## src/hdl/srct_pkg.sv

```systemverilog
`timescale 1ns / 1ps
// ----------------------------------------------------------------------------
// srct_pkg
// shared widths, walk phases and controller/datapath interface types
// ----------------------------------------------------------------------------
package srct_pkg;

   localparam int COORD_BITS = 22;
   localparam int SCALE_BITS = 10;
   localparam int CNT_BITS   = $clog2(COORD_BITS + 1);
   localparam int DELTA_BITS = COORD_BITS + 1;
   localparam int MUL_BITS   = SCALE_BITS + 1;
   localparam int DEN_BITS   = MUL_BITS + DELTA_BITS;
   localparam int PROD_BITS  = DEN_BITS + 1;
   localparam int ACC_BITS   = 40;
   localparam int CELL_BITS  = 2 * COORD_BITS;

   localparam logic [SCALE_BITS-1:0] SCALE_RESET = SCALE_BITS'(1000);

   typedef enum logic [2:0] {
      PH_IDLE,
      PH_VERT,
      PH_TOP,
      PH_INNER,
      PH_TAIL_TOP,
      PH_TAIL_INNER
   } phase_type;

   typedef struct packed {
      logic load;
      logic init1;
      logic init2;
      logic step;
      logic emit_zero;
   } cmd_type;

   typedef struct packed {
      logic div_done;
      logic active;
      logic hit;
      logic stop;
   } status_type;

endpackage

```

## src/hdl/srct_ctrl.sv

```systemverilog
`timescale 1ns / 1ps
// ----------------------------------------------------------------------------
// srct_ctrl
// sequencer for load, setup and cell walk transactions
// ----------------------------------------------------------------------------
module srct_ctrl (
   input  logic                 clock,
   input  logic                 reset,
   input  logic                 req_tvalid,
   input  logic                 req_mode,
   input  logic                 slot_free,
   output logic                 req_tready,
   output srct_pkg::cmd_type    cmd,
   input  srct_pkg::status_type status
);

   typedef enum logic [2:0] {
      ST_IDLE,
      ST_DIV,
      ST_INIT1,
      ST_INIT2,
      ST_WALK
   } state_type;

   state_type state_ff, state_in;
   logic      accept;

   assign req_tready = (state_ff == ST_IDLE) && slot_free;
   assign accept     = req_tvalid && req_tready;

   always_comb begin
      state_in = state_ff;
      cmd      = '0;
      unique case (state_ff)
         ST_IDLE: begin
            if (accept) begin
               if (!req_mode) begin
                  cmd.load = 1'b1;
                  state_in = ST_DIV;
               end else if (status.active) begin
                  state_in = ST_WALK;
               end else begin
                  cmd.emit_zero = 1'b1;
               end
            end
         end
         ST_DIV: begin
            if (status.div_done) begin
               state_in = ST_INIT1;
            end
         end
         ST_INIT1: begin
            cmd.init1 = 1'b1;
            state_in  = ST_INIT2;
         end
         ST_INIT2: begin
            cmd.init2 = 1'b1;
            state_in  = ST_IDLE;
         end
         ST_WALK: begin
            cmd.step = 1'b1;
            if (status.hit) begin
               state_in = ST_IDLE;
            end else if (status.stop) begin
               cmd.emit_zero = 1'b1;
               state_in      = ST_IDLE;
            end
         end
         default: state_in = ST_IDLE;
      endcase
   end

   always_ff @(posedge clock) begin
      if (reset) begin
         state_ff <= ST_IDLE;
      end else begin
         state_ff <= state_in;
      end
   end

endmodule

```

## config.mk

```make
export PLATFORM = sky130hd
export DESIGN_NAME = srct_ctrl
export DESIGN_NICKNAME = d
export VERILOG_FILES = /design/src/hdl/srct_pkg.sv /design/src/hdl/srct_ctrl.sv
export SDC_FILE = /design/constraint.sdc
export NUM_CORES = 1
export LEC_CHECK = 0
export BUFFER_PORTS_ARGS = -buffer_cell sky130_fd_sc_hd__clkbuf_2
export CORE_AREA = 8 8 45 47
export CTS_CLUSTER_DIAMETER = 100
export CTS_CLUSTER_SIZE = 24
export DETAILED_ROUTE_END_ITERATION = 10
export DIE_AREA = 0 0 53 55
export SLEW_MARGIN = 5
export SYNTH_ARGS = -nofsm -noshare
export SYNTH_HDL_FRONTEND = slang
export SYNTH_SLANG_ARGS = --single-unit
```

## constraint.sdc

```tcl
create_clock -name clock -period 1.9 [get_ports clock]
set_input_delay 0.285 -clock clock [delete_from_list [all_inputs] [get_ports clock]]
set_output_delay 0.285 -clock clock [all_outputs]
set_load 0.005 [all_outputs]
```

==> results.json <==
{
  "status": "completed",
  "place_area_um2": 315,
  "cp.required_ns": 1.62,
  "clock-skew-final_ns": 0.00219,
  "drc": 0,
  "hold_viol": 0,
  "overflow": 0,
  "antenna_cells": 0,
  "critPathMaxFanout": 8,
  "ys_seq_area_frac": 0.249,
  "synthesis.area_um2": 241,
  "cp-endpoint": "cmd[0]",
  "clock.fmax_ghz": 0.622,
  "vias": 271,
  "dieArea_um2": 2920,
  "regMostFlops": "state_ff",
  "final_area_um2": 342,
  "ctsHoldBuffers": 0,
  "ys_types": 17,
  "wl_met2_um": 364,
  "fp.dieH_um": 55,
  "nets": 53,
  "hp-class": "in2reg",
  "slew_viol_final": 0,
  "fin_crit_ns": 1.61,
  "cts_root_buf": "clkbuf_4",
  "final_cells": 59,
  "wl_met1_um": 275,
  "reg2reg_depth": 3,
  "core.rowCount": 14,
  "ir_drop_uv": 149,
  "period_share": 0.846,
  "ys.warnings.count": 0,
  "grt_pass1_wl_um": 1140,
  "dr.pass1.iters": 4,
  "maxUsedRoutingLayer": "met3",
  "portBuffers": 14,
  "hpwl_um": 559,
  "clk-insertion-delay-late_ns": 0.23,
  "worstSetupPathType": "reg2out",
  "postSynthAreaPerCell_um2": 8.94,
  "maxCapViolations": 0,
  "clkTransAtPathRegs_ns": 0.04,
  "largest_registers": "state_ff (3)",
  "cts_resized": 0,
  "finalSetupTns_ns": 0,
  "r2r-start": "state_ff[2]$_SDFFE_PP0P_",
  "rsz0062_at_grt": "false",
  "antenna_found_initial": 0,
  "drive_above_1_share": 0.488,
  "grt_max_degree": 11,
  "post_drt_wl_per_cell_um": 11.8,
  "avgViaCountPerCell": 4.59,
  "leakage_uw": 0.000170,
  "largest_register_ff_count": 3,
  "tightestPinTransition_ns": 0.388,
  "met3_length_um": 58,
  "cts_made_buffers": 3,
  "drt-total-wl_um": 698,
  "setup.worst_path.start": "state_ff[2]$_SDFFE_PP0P_",
  "rr_endpoint": "state_ff[2]$_SDFFE_PP0P_",
  "gp_congestion": 0.764,
  "fp.dieW_um": 53,
  "end_kind": "output port",
  "grt_pass1_vias": 277,
  "syn_nets": 36,
  "initial_core_util": 0.175,
  "critPathLaunchType": "flop",
  "syn_inst": 27,
  "setup_viol": 0,
  "htreeDepth": 1,
  "grtUsageTotal": 0.0563,
  "syn2layout_area_growth_pct": 41.5,
  "pin_count": 15,
  "clock_path_buffers": 2,
  "core_um2": 1380,
  "tritoncts": "yes",
  "dp_cells": 55,
  "r2r_slack_ns": 0.80,
  "post-cts-setup-buffer-count": 0,
  "timing.slew.headroom": 0.741,
  "finalPower_uw": 217,
  "ys_ff_latch": 3,
  "clkSinkCount": 3,
  "drt.antenna.violating_nets": 0,
  "drt-initial-drc-count": 5,
  "p_per_area_nw_per_um2": 635,
  "cp.arrival_ns": 1.32
}
synth_stat cells:
cell type,instances,area (µm²)
buf_2,1,5.00
nor3b_1,4,30.0
nor2b_1,1,6.26
nor4b_4,1,23.8
o31a_1,1,8.76
and4b_1,1,10.0
nand2_1,2,7.51
dfxtp_1,3,60.1
o21a_1,1,7.51
buf_6,1,11.3
a32oi_1,1,8.76
and3b_2,2,20.0
nor2_1,2,7.51
a21oi_1,1,5.00
nor4_2,1,12.5
nor3_1,2,10.0
inv_1,2,7.51
critical path: stages (launching register included):
cell	delay (ns)
dfxtp_1	0.49
and4b_1	0.25
a32oi_1	0.17
nor3_1	0.06
clkbuf_2	0.13
routing by layer:
layer / global-route usage / vias up
li1: - / 134
met1: 0.0455 / 128
met2: 0.0879 / 9
met3: 0.0348 / 0
met4: 0.0647 / 0
met5: 0 / -
where the power goes:
group	switching, µW	total (µW)	internal (µW)
sequential	7.23	73.0	65.8
combinational	13.6	32.8	19.2
clock	32.6	111	78.7
total	53.4	217	164
worst min-delay path by stage:
stage          startpoint                  endpoint  slack (ns)  cells past startpoint
4_1_cts             reset  state_ff[2]$_SDFFE_PP0P_        0.24                      2
6_report            reset  state_ff[2]$_SDFFE_PP0P_        0.25                      2
3_3_place_gp        reset  state_ff[2]$_SDFFE_PP0P_        0.49                      2
3_5_place_dp        reset  state_ff[2]$_SDFFE_PP0P_        0.48                      2
2_1_floorplan       reset  state_ff[2]$_SDFFE_PP0P_        0.36                      1
5_1_grt             reset  state_ff[2]$_SDFFE_PP0P_        0.23                      2
cells in the final DEF (no fill, tap or decap), drive strengths merged:
cell type / n
clkbuf: 18
nor3b: 4
dfxtp: 3
inv: 2
nor3: 2
and3b: 2
nand2: 2
nor2: 2
and4b: 1
a32oi: 1
nor4b: 1
nor2b: 1
o31a: 1
a21oi: 1
nor4: 1
o21a: 1
per-stage QoR:
stage	util	worst slack [ns]	hold WS, ns
floorplan	-	0.704	0.358
global placement	0.228	0.566	0.488
detailed placement	0.228	0.539	0.484
CTS	0.247	0.285	0.238
global route	0.247	0.203	0.226
finish	0.247	0.293	0.250
cells by family after synthesis:
logic type,after synthesis,share of synthesized area
AND/OR/NAND/NOR,16,0.529
AO/OA/AOI/OAI,4,0.124
buffers and inverters,4,0.0984
flip-flops,3,0.249
final cells by class:
class	count	area [µm²]
multi-input cells	20	158
repair buffers	14	70.1
flip-flops and latches	3	60.1
clock buffers	4	26.3
inverters	2	7.51
well taps	16	20.0
fillers	162	1040
(Power assumes the default switching activity.)
